## src/windowed_amplitude_histogram_assert.svh

```systemverilog
`ifndef WINDOWED_AMPLITUDE_HISTOGRAM_ASSERT_SVH
`define WINDOWED_AMPLITUDE_HISTOGRAM_ASSERT_SVH

// same-cycle implication on i_clk, off during reset
`define WAH_ASSERT_NOW(label, ante, cons, msg) \
    label: assert property (@(posedge i_clk) disable iff (!i_rst_n) \
        (ante) |-> (cons)) else $error(msg);

// next-cycle implication on i_clk, off during reset
`define WAH_ASSERT_NEXT(label, ante, cons, msg) \
    label: assert property (@(posedge i_clk) disable iff (!i_rst_n) \
        (ante) |=> (cons)) else $error(msg);

`endif

```

## src/wah_pkg.sv

```systemverilog
package wah_pkg;

    localparam int MAX_BINS_DEF    = 64;
    localparam int SAMPLE_BITS_DEF = 16;
    localparam int COUNT_BITS_DEF  = 17;

    localparam int WLEN_BITS     = 17;
    localparam int BINS_BITS     = 7;
    localparam int WIN_BITS      = 20;
    localparam int FILL_BITS     = 17;
    localparam int CFG_IDX_BITS  = 1;
    localparam int CFG_DATA_BITS = 17;

    localparam logic [WLEN_BITS-1:0] WLEN_RESET = 17'd1024;
    localparam logic [BINS_BITS-1:0] BINS_RESET = 7'd50;

    typedef enum logic [CFG_IDX_BITS-1:0] {
        CFG_WINDOW_LENGTH = 1'b0,
        CFG_BIN_COUNT     = 1'b1
    } t_cfg_idx;

    typedef enum logic [3:0] {
        ST_IDLE   = 4'b0001,
        ST_UPDATE = 4'b0010,
        ST_READ   = 4'b0100,
        ST_SEND   = 4'b1000
    } t_state;

endpackage

```

## src/windowed_amplitude_histogram.sv

```systemverilog
// Windowed amplitude histogram. Each Q1.15 sample is sorted into one of
// bin_count equal-width amplitude bins over [-1, 1] and counted in a bin
// memory with registered reads. For each sample, the bin
// is computed and its count read in the accept cycle, the saturated count
// is written back in the next. When window_length samples have been seen,
// or a sample carries final_req, every bin word is sent out in bin order:
// each bin is read from memory, then sent as one output word that is held
// until it is taken, and no sample is accepted until the last
// word of the window is taken. Bins are all cleared at once by per-bin
// valid flags, so no clearing pass follows reset or readout. The
// configuration port is always ready; write it only while the block is idle.
module windowed_amplitude_histogram #(
    parameter int MAX_BINS    = wah_pkg::MAX_BINS_DEF,
    parameter int SAMPLE_BITS = wah_pkg::SAMPLE_BITS_DEF,
    parameter int COUNT_BITS  = wah_pkg::COUNT_BITS_DEF,
    localparam int IDX_BITS   = (MAX_BINS > 1) ? $clog2(MAX_BINS) : 1
) (
    input  logic                              i_clk,
    input  logic                              i_rst_n,
    input  logic                              i_valid,
    output logic                              o_ready,
    input  logic signed [SAMPLE_BITS-1:0]     i_sample,
    input  logic                              i_final_req,
    output logic                              o_valid,
    input  logic                              i_ready,
    output logic [wah_pkg::WIN_BITS-1:0]      o_window_number,
    output logic [IDX_BITS-1:0]               o_bin_index,
    output logic [COUNT_BITS-1:0]             o_bin_count_res,
    output logic                              o_last_of_window,
    output logic                              o_partial,
    input  logic                              i_cfg_valid,
    output logic                              o_cfg_ready,
    input  logic [wah_pkg::CFG_IDX_BITS-1:0]  i_cfg_index,
    input  logic [wah_pkg::CFG_DATA_BITS-1:0] i_cfg_data
);

`include "windowed_amplitude_histogram_assert.svh"

    localparam int NB_BITS   = $clog2(MAX_BINS + 1);
    localparam int PROD_BITS = SAMPLE_BITS + NB_BITS;

    wah_pkg::t_state r_state, n_state;

    logic [wah_pkg::WLEN_BITS-1:0] r_cfg_wlen;
    logic [wah_pkg::BINS_BITS-1:0] r_cfg_bins;
    logic [wah_pkg::FILL_BITS-1:0] r_fill;
    logic [wah_pkg::WIN_BITS-1:0]  r_win_cnt;
    logic [wah_pkg::WIN_BITS-1:0]  r_out_win;
    logic [MAX_BINS-1:0]           r_vld;
    logic [IDX_BITS-1:0]           r_idx;
    logic [IDX_BITS-1:0]           r_bin;
    logic                          r_fin;
    logic                          r_partial;

    logic [COUNT_BITS-1:0] r_mem [MAX_BINS];
    logic [COUNT_BITS-1:0] r_rdata;
    logic                  r_rd_vld;

    logic [NB_BITS-1:0]            w_bins;
    logic [NB_BITS-1:0]            w_bmax;
    logic [SAMPLE_BITS-1:0]        w_u;
    logic [PROD_BITS-1:0]          w_prod;
    logic [PROD_BITS-1:0]          w_pm1;
    logic [NB_BITS-1:0]            w_q;
    logic [IDX_BITS-1:0]           w_k;
    logic [IDX_BITS-1:0]           w_rd_addr;
    logic [COUNT_BITS-1:0]         w_cur;
    logic [COUNT_BITS-1:0]         w_inc;
    logic [wah_pkg::FILL_BITS-1:0] w_fill_inc;
    logic [wah_pkg::WLEN_BITS-1:0] w_wlen;
    logic                          w_full;
    logic                          w_last;

    // effective bin count and window length
    always_comb begin
        if (r_cfg_bins == '0) begin
            w_bins = NB_BITS'(1);
        end else if (32'(r_cfg_bins) > MAX_BINS) begin
            w_bins = NB_BITS'(MAX_BINS);
        end else begin
            w_bins = NB_BITS'(r_cfg_bins);
        end
    end

    assign w_bmax = w_bins - NB_BITS'(1);
    assign w_wlen = (r_cfg_wlen == '0) ? wah_pkg::WLEN_BITS'(1) : r_cfg_wlen;

    // bin select: smallest i with u*B <= 2^SAMPLE_BITS*(i+1)
    assign w_u    = {~i_sample[SAMPLE_BITS-1], i_sample[SAMPLE_BITS-2:0]};
    assign w_prod = PROD_BITS'(w_u) * PROD_BITS'(w_bins);
    assign w_pm1  = w_prod - PROD_BITS'(1);
    assign w_q    = w_pm1[PROD_BITS-1:SAMPLE_BITS];

    always_comb begin
        if (w_prod == '0) begin
            w_k = '0;
        end else if (w_q > w_bmax) begin
            w_k = IDX_BITS'(w_bmax);
        end else begin
            w_k = IDX_BITS'(w_q);
        end
    end

    assign w_rd_addr = (r_state == wah_pkg::ST_READ) ? r_idx : w_k;

    // bin memory
    always_ff @(posedge i_clk) begin
        if (r_state == wah_pkg::ST_IDLE || r_state == wah_pkg::ST_READ) begin
            r_rdata  <= r_mem[w_rd_addr];
            r_rd_vld <= r_vld[w_rd_addr];
        end
        if (r_state == wah_pkg::ST_UPDATE) begin
            r_mem[r_bin] <= w_inc;
        end
    end

    assign w_cur      = r_rd_vld ? r_rdata : '0;
    assign w_inc      = (w_cur == '1) ? w_cur : w_cur + COUNT_BITS'(1);
    assign w_fill_inc = (r_fill == '1) ? r_fill : r_fill + wah_pkg::FILL_BITS'(1);
    assign w_full     = 32'(w_fill_inc) >= 32'(w_wlen);
    assign w_last     = NB_BITS'(r_idx) == w_bmax;

    always_comb begin
        n_state = r_state;
        case (r_state)
            wah_pkg::ST_IDLE: begin
                if (i_valid) begin
                    n_state = wah_pkg::ST_UPDATE;
                end
            end
            wah_pkg::ST_UPDATE: begin
                n_state = (w_full || r_fin) ? wah_pkg::ST_READ : wah_pkg::ST_IDLE;
            end
            wah_pkg::ST_READ: begin
                n_state = wah_pkg::ST_SEND;
            end
            wah_pkg::ST_SEND: begin
                if (i_ready) begin
                    n_state = w_last ? wah_pkg::ST_IDLE : wah_pkg::ST_READ;
                end
            end
            default: begin
                n_state = wah_pkg::ST_IDLE;
            end
        endcase
    end

    always_ff @(posedge i_clk) begin
        if (!i_rst_n) begin
            r_state    <= wah_pkg::ST_IDLE;
            r_cfg_wlen <= wah_pkg::WLEN_RESET;
            r_cfg_bins <= wah_pkg::BINS_RESET;
            r_fill     <= '0;
            r_win_cnt  <= '0;
            r_vld      <= '0;
            r_idx      <= '0;
        end else begin
            r_state <= n_state;
            if (i_cfg_valid) begin
                case (wah_pkg::t_cfg_idx'(i_cfg_index))
                    wah_pkg::CFG_WINDOW_LENGTH: r_cfg_wlen <= i_cfg_data[wah_pkg::WLEN_BITS-1:0];
                    wah_pkg::CFG_BIN_COUNT:     r_cfg_bins <= i_cfg_data[wah_pkg::BINS_BITS-1:0];
                    default: begin
                    end
                endcase
            end
            if (r_state == wah_pkg::ST_UPDATE) begin
                r_vld[r_bin] <= 1'b1;
                if (w_full || r_fin) begin
                    r_fill    <= '0;
                    r_win_cnt <= r_fin ? '0 : r_win_cnt + wah_pkg::WIN_BITS'(1);
                    r_idx     <= '0;
                end else begin
                    r_fill <= w_fill_inc;
                end
            end
            if (r_state == wah_pkg::ST_SEND && i_ready) begin
                if (w_last) begin
                    r_vld <= '0;
                end else begin
                    r_idx <= r_idx + IDX_BITS'(1);
                end
            end
        end
    end

    // payload registers
    always_ff @(posedge i_clk) begin
        if (r_state == wah_pkg::ST_IDLE) begin
            r_bin <= w_k;
            r_fin <= i_final_req;
        end
        if (r_state == wah_pkg::ST_UPDATE) begin
            r_out_win <= r_win_cnt;
            r_partial <= !w_full;
        end
    end

    assign o_ready          = (r_state == wah_pkg::ST_IDLE);
    assign o_valid          = (r_state == wah_pkg::ST_SEND);
    assign o_cfg_ready      = 1'b1;
    assign o_window_number  = r_out_win;
    assign o_bin_index      = r_idx;
    assign o_bin_count_res  = w_cur;
    assign o_last_of_window = w_last;
    assign o_partial        = r_partial;

    `WAH_ASSERT_NEXT(a_accept_update, i_valid && o_ready, r_state == wah_pkg::ST_UPDATE,
        "accepted word not followed by bin update")
    `WAH_ASSERT_NEXT(a_clear_after_last, o_valid && i_ready && o_last_of_window, r_vld == '0,
        "bins not cleared after last word of window")
    `WAH_ASSERT_NOW(a_fill_zero_readout, o_valid, r_fill == '0,
        "fill count not cleared during readout")
    `WAH_ASSERT_NOW(a_index_in_range, o_valid, NB_BITS'(r_idx) <= w_bmax,
        "bin index beyond bin count")

endmodule
```

## config.mk

```make
export PLATFORM = sky130hd
export DESIGN_NAME = windowed_amplitude_histogram
export DESIGN_NICKNAME = d
export VERILOG_FILES = /design/src/wah_pkg.sv /design/src/windowed_amplitude_histogram.sv
export VERILOG_INCLUDE_DIRS = /design/src /design/src/src
export SDC_FILE = /design/constraint.sdc
export NUM_CORES = 2
export LEC_CHECK = 0
export BUFFER_PORTS_ARGS = -buffer_cell sky130_fd_sc_hd__clkbuf_2
export CAP_MARGIN = 10
export CORE_MARGIN = 2
export CORE_UTILIZATION = 27
export DETAILED_ROUTE_END_ITERATION = 10
export HOLD_SLACK_MARGIN = 0.03
export PLACE_DENSITY = 0.43
export SETUP_SLACK_MARGIN = 0.2
export SLEW_MARGIN = 20
export SYNTH_ARGS = -nofsm -noshare
export SYNTH_HDL_FRONTEND = slang
export SYNTH_SLANG_ARGS = --single-unit
export TNS_END_PERCENT = 5
```

## constraint.sdc

```tcl
create_clock -name i_clk -period 12.8 [get_ports i_clk]
set_input_delay 0.64 -clock i_clk [delete_from_list [all_inputs] [get_ports i_clk]]
set_output_delay 0.64 -clock i_clk [all_outputs]
set_load 0.01 [all_outputs]
```

=== Yosys cells after proc, flatten, opt, wreduce, memory -nomap -nowiden ===
Memory sizes are Yosys's and may differ from the RTL's. A register that Yosys moved wholly into a read port is not among the register bits.
Cells that the tools add are included.

* Logic and storage cells: 79
* Latch bits: 0
* Output and inout bits: 48
* Register bits after elaboration: 164
* Memory bits (writable): 1088
* Memories kept: 1
* Bits in read-only memories: 0

* Shifts and indexed selects: 0
* Equal/unequal tests: 9
* Muxes and demuxes: 29
* $lt $le $gt $ge: 6
* Multiply operators: 1
* Div/mod/pow operators: 0
* Bitwise operators: 3
* Add/subtract/negate cells: 6
* Reduce and logical (&&, ||, !) cells: 12

{| class="wikitable"
|+ Memories
! memory !! depth !! width !! rd ports !! clocked after Yosys merged registers in !! write ports !! line !! source
|-
| r_mem || 64 || 17 || 1 || 1 || 1 || windowed_amplitude_histogram.sv:55 || <nowiki>logic [COUNT_BITS-1:0] r_mem [MAX_BINS];</nowiki>
|}

{| class="wikitable"
|+ Operators by type and width
! kind !! count
|-
| 64-bit two-way mux || 3
|-
| 17-bit two-way mux || 5
|-
| 64-bit bitwise OR || 1
|-
| 6-bit two-way mux || 7
|-
| 17-bit by 1-bit adder with 17-bit output (second input constant) || 2
|-
| 17-bit == test (second input constant) || 2
|-
| 23-bit logical NOT || 1
|-
| 16-bit by 7-bit multiplier with 23-bit output || 1
|-
| 23-bit by 1-bit subtractor with 23-bit output (second input constant) || 1
|-
| 20-bit by 1-bit adder with 20-bit output (second input constant) || 1
|-
| 20-bit two-way mux || 1
|-
| 17-bit greater-or-equal comparator || 1
|-
| 17-bit logical NOT || 1
|-
| 4-bit one-hot mux with 4 select lines || 1
|-
| 6-bit by 7-bit less-than comparator with 1-bit output (second input constant) || 2
|-
| 7-bit two-way mux || 2
|-
| 4-bit two-way mux || 2
|-
| 2-bit AND reduction || 4
|-
| 6-bit by 7-bit == test with 1-bit output || 1
|-
| 7-bit greater-than comparator || 1
|-
| 7-bit greater-than comparator (second input constant) || 1
|-
| 7-bit logical NOT || 1
|-
| 7-bit by 1-bit subtractor with 7-bit output (second input constant) || 1
|-
| 6-bit by 1-bit adder with 6-bit output (second input constant) || 1
|-
| other kinds (15) || 22
|}

=== Depth between registers and ports, before layout ===
* Depth in word-level cells: 11
* Depth in mapped cells: 40

=== Worst setup path before layout ===
Ideal clock, no wire load.

* Path kind: register -> register
* From: reg r_cfg_bins[6] (netlist name)
* To: reg r_rd_vld, data pin
* Path slack: 3.640 ns
* Clock period less this slack: 9.160 ns
* Stages on the path, launching flop included: 38
* Arrival: 8.904 ns
* Setup time: 0.256 ns
* Cell sequence: dfxtp_1 -> buf_2 -> clkbuf_1 -> nor2b_1 -> clkbuf_1 -> and2_1 -> fa_1 -> fa_1 -> fa_1 -> inv_1 -> fa_1 -> inv_1 -> ha_1 -> clkbuf_1 -> a21oi_1 -> o21ai_0 -> a221o_1 -> a2111oi_2 -> [... 2 more ...] -> o31a_1 -> or2_2 -> ha_1 -> a21o_1 -> a21oi_1 -> nor2b_1 -> o31a_1 -> clkbuf_1 -> o31ai_1 -> o31a_1 -> buf_2 -> buf_4 -> buf_2 -> clkbuf_1 -> nand3_1 -> a32oi_1 -> nand3_1 -> and4_1

* Cells in the longest elaborated chain, start to end: 11

{| class="wikitable"
|+ RTL lines
! item !! line !! source
|-
| start: declaration || windowed_amplitude_histogram.sv:45 || <nowiki>logic [wah_pkg::BINS_BITS-1:0] r_cfg_bins;</nowiki>
|-
| start signal: assignment || windowed_amplitude_histogram.sv:152 || <nowiki>r_cfg_bins <= wah_pkg::BINS_RESET;</nowiki>
|-
| start signal: assignment || windowed_amplitude_histogram.sv:162 || <nowiki>wah_pkg::CFG_BIN_COUNT: r_cfg_bins <= i_cfg_data[wah_pkg::BINS_BITS-1:0];</nowiki>
|-
| 7-bit greater-than comparator || windowed_amplitude_histogram.sv:78 || <nowiki>end else if (32'(r_cfg_bins) > MAX_BINS) begin</nowiki>
|-
| 7-bit two-way mux || windowed_amplitude_histogram.sv:78 ||
|-
| 7-bit two-way mux (*) || windowed_amplitude_histogram.sv:76 || <nowiki>if (r_cfg_bins == '0) begin</nowiki>
|-
| 16-bit by 7-bit multiplier with 23-bit output || windowed_amplitude_histogram.sv:90 || <nowiki>assign w_prod = PROD_BITS'(w_u) * PROD_BITS'(w_bins);</nowiki>
|-
| 23-bit by 1-bit subtractor with 23-bit output || windowed_amplitude_histogram.sv:91 || <nowiki>assign w_pm1 = w_prod - PROD_BITS'(1);</nowiki>
|-
| 7-bit greater-than comparator || windowed_amplitude_histogram.sv:97 || <nowiki>end else if (w_q > w_bmax) begin</nowiki>
|-
| 6-bit two-way mux || windowed_amplitude_histogram.sv:97 ||
|-
| 6-bit two-way mux (*) || windowed_amplitude_histogram.sv:95 || <nowiki>if (w_prod == '0) begin</nowiki>
|-
| 6-bit two-way mux (*) || windowed_amplitude_histogram.sv:104 || <nowiki>assign w_rd_addr = (r_state == wah_pkg::ST_READ) ? r_idx : w_k;</nowiki>
|-
| 1-bit binary-select mux with 6-bit select (*) || windowed_amplitude_histogram.sv:110 || <nowiki>r_rd_vld <= r_vld[w_rd_addr];</nowiki>
|-
| 1-bit two-way mux (not written as such) (*) || windowed_amplitude_histogram.sv:110 ||
|-
| end signal: assignment || windowed_amplitude_histogram.sv:110 ||
|-
| end: declaration || windowed_amplitude_histogram.sv:57 || <nowiki>logic r_rd_vld;</nowiki>
|}

Every way passes the cells marked *; elsewhere a longest branch is shown, timed or not. The select of a mux whose other input is x is not followed.
A chain may end at the register's enable or synchronous reset.

=== Final worst setup path ===
* From: reg r_cfg_bins[6] (netlist name)
* To: reg r_rdata[6], read port of r_mem, data pin

* Cells in the longest elaborated chain, start to end: 9

{| class="wikitable"
|+ RTL lines
! item !! line !! source
|-
| 7-bit greater-than comparator || windowed_amplitude_histogram.sv:78 ||
|-
| 7-bit two-way mux || windowed_amplitude_histogram.sv:78 ||
|-
| 7-bit two-way mux (*) || windowed_amplitude_histogram.sv:76 ||
|-
| 16-bit by 7-bit multiplier with 23-bit output || windowed_amplitude_histogram.sv:90 ||
|-
| 23-bit by 1-bit subtractor with 23-bit output || windowed_amplitude_histogram.sv:91 ||
|-
| 7-bit greater-than comparator || windowed_amplitude_histogram.sv:97 ||
|-
| 6-bit two-way mux || windowed_amplitude_histogram.sv:97 ||
|-
| 6-bit two-way mux (*) || windowed_amplitude_histogram.sv:95 ||
|-
| 6-bit two-way mux (*) || windowed_amplitude_histogram.sv:104 ||
|-
| end: declaration || windowed_amplitude_histogram.sv:56 || <nowiki>logic [COUNT_BITS-1:0] r_rdata;</nowiki>
|}

Every way passes the cells marked *; elsewhere a longest branch is shown, timed or not.

==> results.py <==
metrics = {
    "worst_setup_path": {
        "worstSetupStartpointType": "register",
        "crit_path_max_incr_delay_ns": 0.88,
        "worstSetupPathType": "reg -> reg",
        "crit_path_frequent_cell": "fa_1",
        "crit_fanout": 47,
        "cp-end-kind": "register",
        "arrival_ns": 11.99,
        "critical_path_required_ns": 13.28,
        "crit_slowest_cell": "nor3_1",
    },
    "floorplanning": {
        "rows": 166,
        "io_pins": 88,
        "die_area_sq_mm": 0.209,
        "coreArea_sq_mm": 0.204,
        "start_util": 0.271,
        "die_h_microns": 457,
        "die_width_microns": 457,
    },
    "drt": {
        "drc": 0,
        "detail-route-antenna-nets": 0,
        "routed_wl_microns": 176000,
        "via_per_inst": 4.94,
        "first_iter_violations": 3518,
        "firstDrtPassIters": 5,
        "wl_per_cell_microns": 23.7,
        "vias": 36800,
    },
    "global_route": {
        "antenna_found_initial": 6,
        "met3_usage": 0.0209,
        "grt_overflow": 0,
        "use_met1": 0.234,
        "grt_busiest_layer": "met2",
        "grt_max_degree": 118,
        "grt_pass1_wl_microns": 257000,
        "grt_pass1_vias": 36000,
        "track_usage": 0.166,
        "use_met2": 0.269,
    },
    "clock_network": {
        "cts_tree": "done",
        "cts_root_buf": "clkbuf_16",
        "clkLatencyLatePin_ns": 0.79,
        "cts_made_buffers": 137,
        "clk_pin_slew_worst_paths_ns": 0.06,
        "htreeDepth": 4,
        "postCtsSetupBuffers": 0,
        "cts_buffer_depth": 3,
        "cts.sinks": 1269,
    },
    "job": {
        "max_cap_viol_count": 0,
    },
    "timing": {
        "maxSlewViolCount": 0,
        "slew-limit-headroom": 0.219,
        "finalCritPeriodShare": 0.900,
        "holdWs_ns": 0.0943,
        "fin_skew_ns": 0.0293,
        "hold_violations": 0,
        "min_period_ns": 11.52,
        "worst_pin_slew_ns": 1.16,
        "rsz0062_at_grt": "no",
        "setup_tns_ns": 0,
        "setup_violations": 0,
        "max_freq_mhz": 86.8,
    },
    "synth": {
        "syn_nets": 4727,
        "syn_area_sq_mm": 0.0553,
        "postSynthCellCount": 4548,
        "synthArstFlopShare": 0,
        "synth_edf_count": 1134,
        "synth_top_area_frac": 0.615,
        "ys_types": 87,
        "ys_seq_area_frac": 0.664,
        "yosys_warnings": 0,
        "yosysTopAreaCell": "edfxtp_1",
        "avgSynthCellArea_sq_um": 12.2,
        "synthTopCellsByArea": "edfxtp_1 62%, nand2_1 6.6%, dfxtp_1 4.9%, a21oi_1 3.2%, fa_1 2.5%",
        "ys.flop_type": "edfxtp_1",
        "synth-seq-cells": 1269,
    },
    "cells_and_area": {
        "regArea_sq_mm": 0.0368,
        "multiInputGateArea_sq_mm": 0.0174,
        "syn_to_final_growth_pct": 15.6,
        "final_nets": 4826,
        "fillCellCount": 20500,
        "drive_above_1_share": 0.115,
    },
    "placement": {
        "hpwlAfterDp_microns": 107000,
        "portBuffers": 86,
        "gp_congestion": 0.794,
    },
    "run_status": {
        "status": "completed",
    },
    "min_path": {
        "hp-class": "in -> reg",
    },
}
-- metal layers --
metal  vias to the layer above  routed length, microns  part of all wire
met2                       885                   82800              0.47
met4                         0                    3440             0.020
met3                       187                    7540             0.043
li1                      16900                       -                 -
met5                         -                       0                 0
met1                     18800                   82400              0.47
-- critical path: cells and delay by family, from the launching register on --
| kind | cells | cell delay, ns |
|---|---|---|
| compound gates | 11 | 3.41 |
| fa+ha+maj | 6 | 2.54 |
| buf+inv | 4 | 0.74 |
| flops | 1 | 0.84 |
| mux | 2 | 0.65 |
| simple gates | 8 | 2.95 |
-- synth_stat cells (5+ instances only) --
master	number
nand3b_1	6
and4_1	5
and2_1	101
xor2_1	16
and3_1	62
fa_1	69
clkbuf_1	157
o31a_1	6
nand2_1	979
or3_1	11
nand2b_1	9
a311oi_1	7
nand4_1	21
xnor2_1	26
o31ai_1	23
o211ai_1	13
o221ai_1	5
nor3_1	26
a31oi_1	49
nor4_1	25
a21o_1	17
mux2_2	6
a32o_1	17
nand3_1	265
or2_2	10
a21oi_1	352
o21ai_0	26
dfxtp_1	135
edfxtp_1	1134
a211oi_1	5
buf_4	15
a32oi_1	87
buf_2	76
o22ai_1	18
a22o_1	39
nor2_1	232
inv_1	106
a22oi_1	87
buf_1	29
nor2b_1	15
mux2i_1	87
o21ba_2	8
or4_1	24
ha_1	70
-- through the flow --
step | util | cells | setup slack (ns) | cell area, sq um
global placement | 0.292 | 7194 | 1.08 | 59700
floorplan | - | 4548 | 3.64 | 55300
finish | 0.313 | 7444 | 1.28 | 64000
detailed placement | 0.292 | 7194 | 1.01 | 59700
global route | 0.313 | 7440 | 0.508 | 64000
CTS | 0.313 | 7439 | 0.982 | 63900
-- flip-flops by register name, summed over array words and instances (netlist names) --
name             cells
r_fin                1
r_rdata             17
r_win_cnt           20
r_state              4
r_mem             1088
o_partial            1
r_rd_vld             1
o_window_number     20
r_bin                6
r_vld               64
r_fill              17
r_cfg_bins           7
o_bin_index          6
r_cfg_wlen          17
-- cells in the final DEF (no fill, tap or decap), types with 26 or more instances in the layout --
cell type / count
a21oi_1: 352
a22o_1: 39
a22oi_1: 86
a31oi_1: 49
a32oi_1: 87
and2_1: 97
and3_1: 62
buf_4: 132
clkbuf_1: 38
clkbuf_16: 144
clkbuf_2: 86
clkinv_1: 32
dfxtp_1: 135
edfxtp_1: 1134
fa_1: 69
ha_1: 70
inv_1: 105
mux2i_1: 87
nand2_1: 977
nand3_1: 264
nor2_1: 168
nor2_2: 54
o21ai_0: 26
-- final timing paths --
| kind | depth (start not counted) | from | slack, ns | to |
|---|---|---|---|---|
| hold / removal | 3 | i_cfg_data[12] | 0.09 | r_cfg_wlen[12] |
| setup / recovery | 31 | r_cfg_bins[6] | 1.28 | r_rdata[6] |
| hold reg to reg | 0 | r_win_cnt[19] | 0.47 | o_window_number[19] |
| setup reg to reg | 31 | r_cfg_bins[6] | 1.28 | r_rdata[6] |
-- logic make-up (layout without fill, tap and decap cells) --
logic type	Yosys count	count (layout)	synth area share
xor gates and xnor gates	42	42	0.00665
and+or+nand+nor	1813	1813	0.146
adders and majority gates	139	139	0.0408
other	1	5	0.0000678
AOI/OAI and AO/OA	807	807	0.0969
muxes	93	93	0.0170
DFF	1269	1269	0.664
buffers and inverters	384	588	0.0288
-- final cells by class --
class	instances	share of cell area
clock buffers	187	0.0596
multi-input cells	2895	0.273
repair buffers	237	0.0281
inverters	107	0.00628
flip-flops and latches	1269	0.575
clock inverters	57	0.00589
diodes	4	0.000156
well taps	2688	0.0526
-- what timing repair did --
item,4_1_cts,5_1_grt
hold buffers,1,0
setup endpoints to repair,0,1
gates resized for setup,0,1
endpoints found under the hold margin,1,0
Power is left out: the tool's default activity adds up to more than one toggle a clock period on the data nets, which glitch-free logic cannot reach.
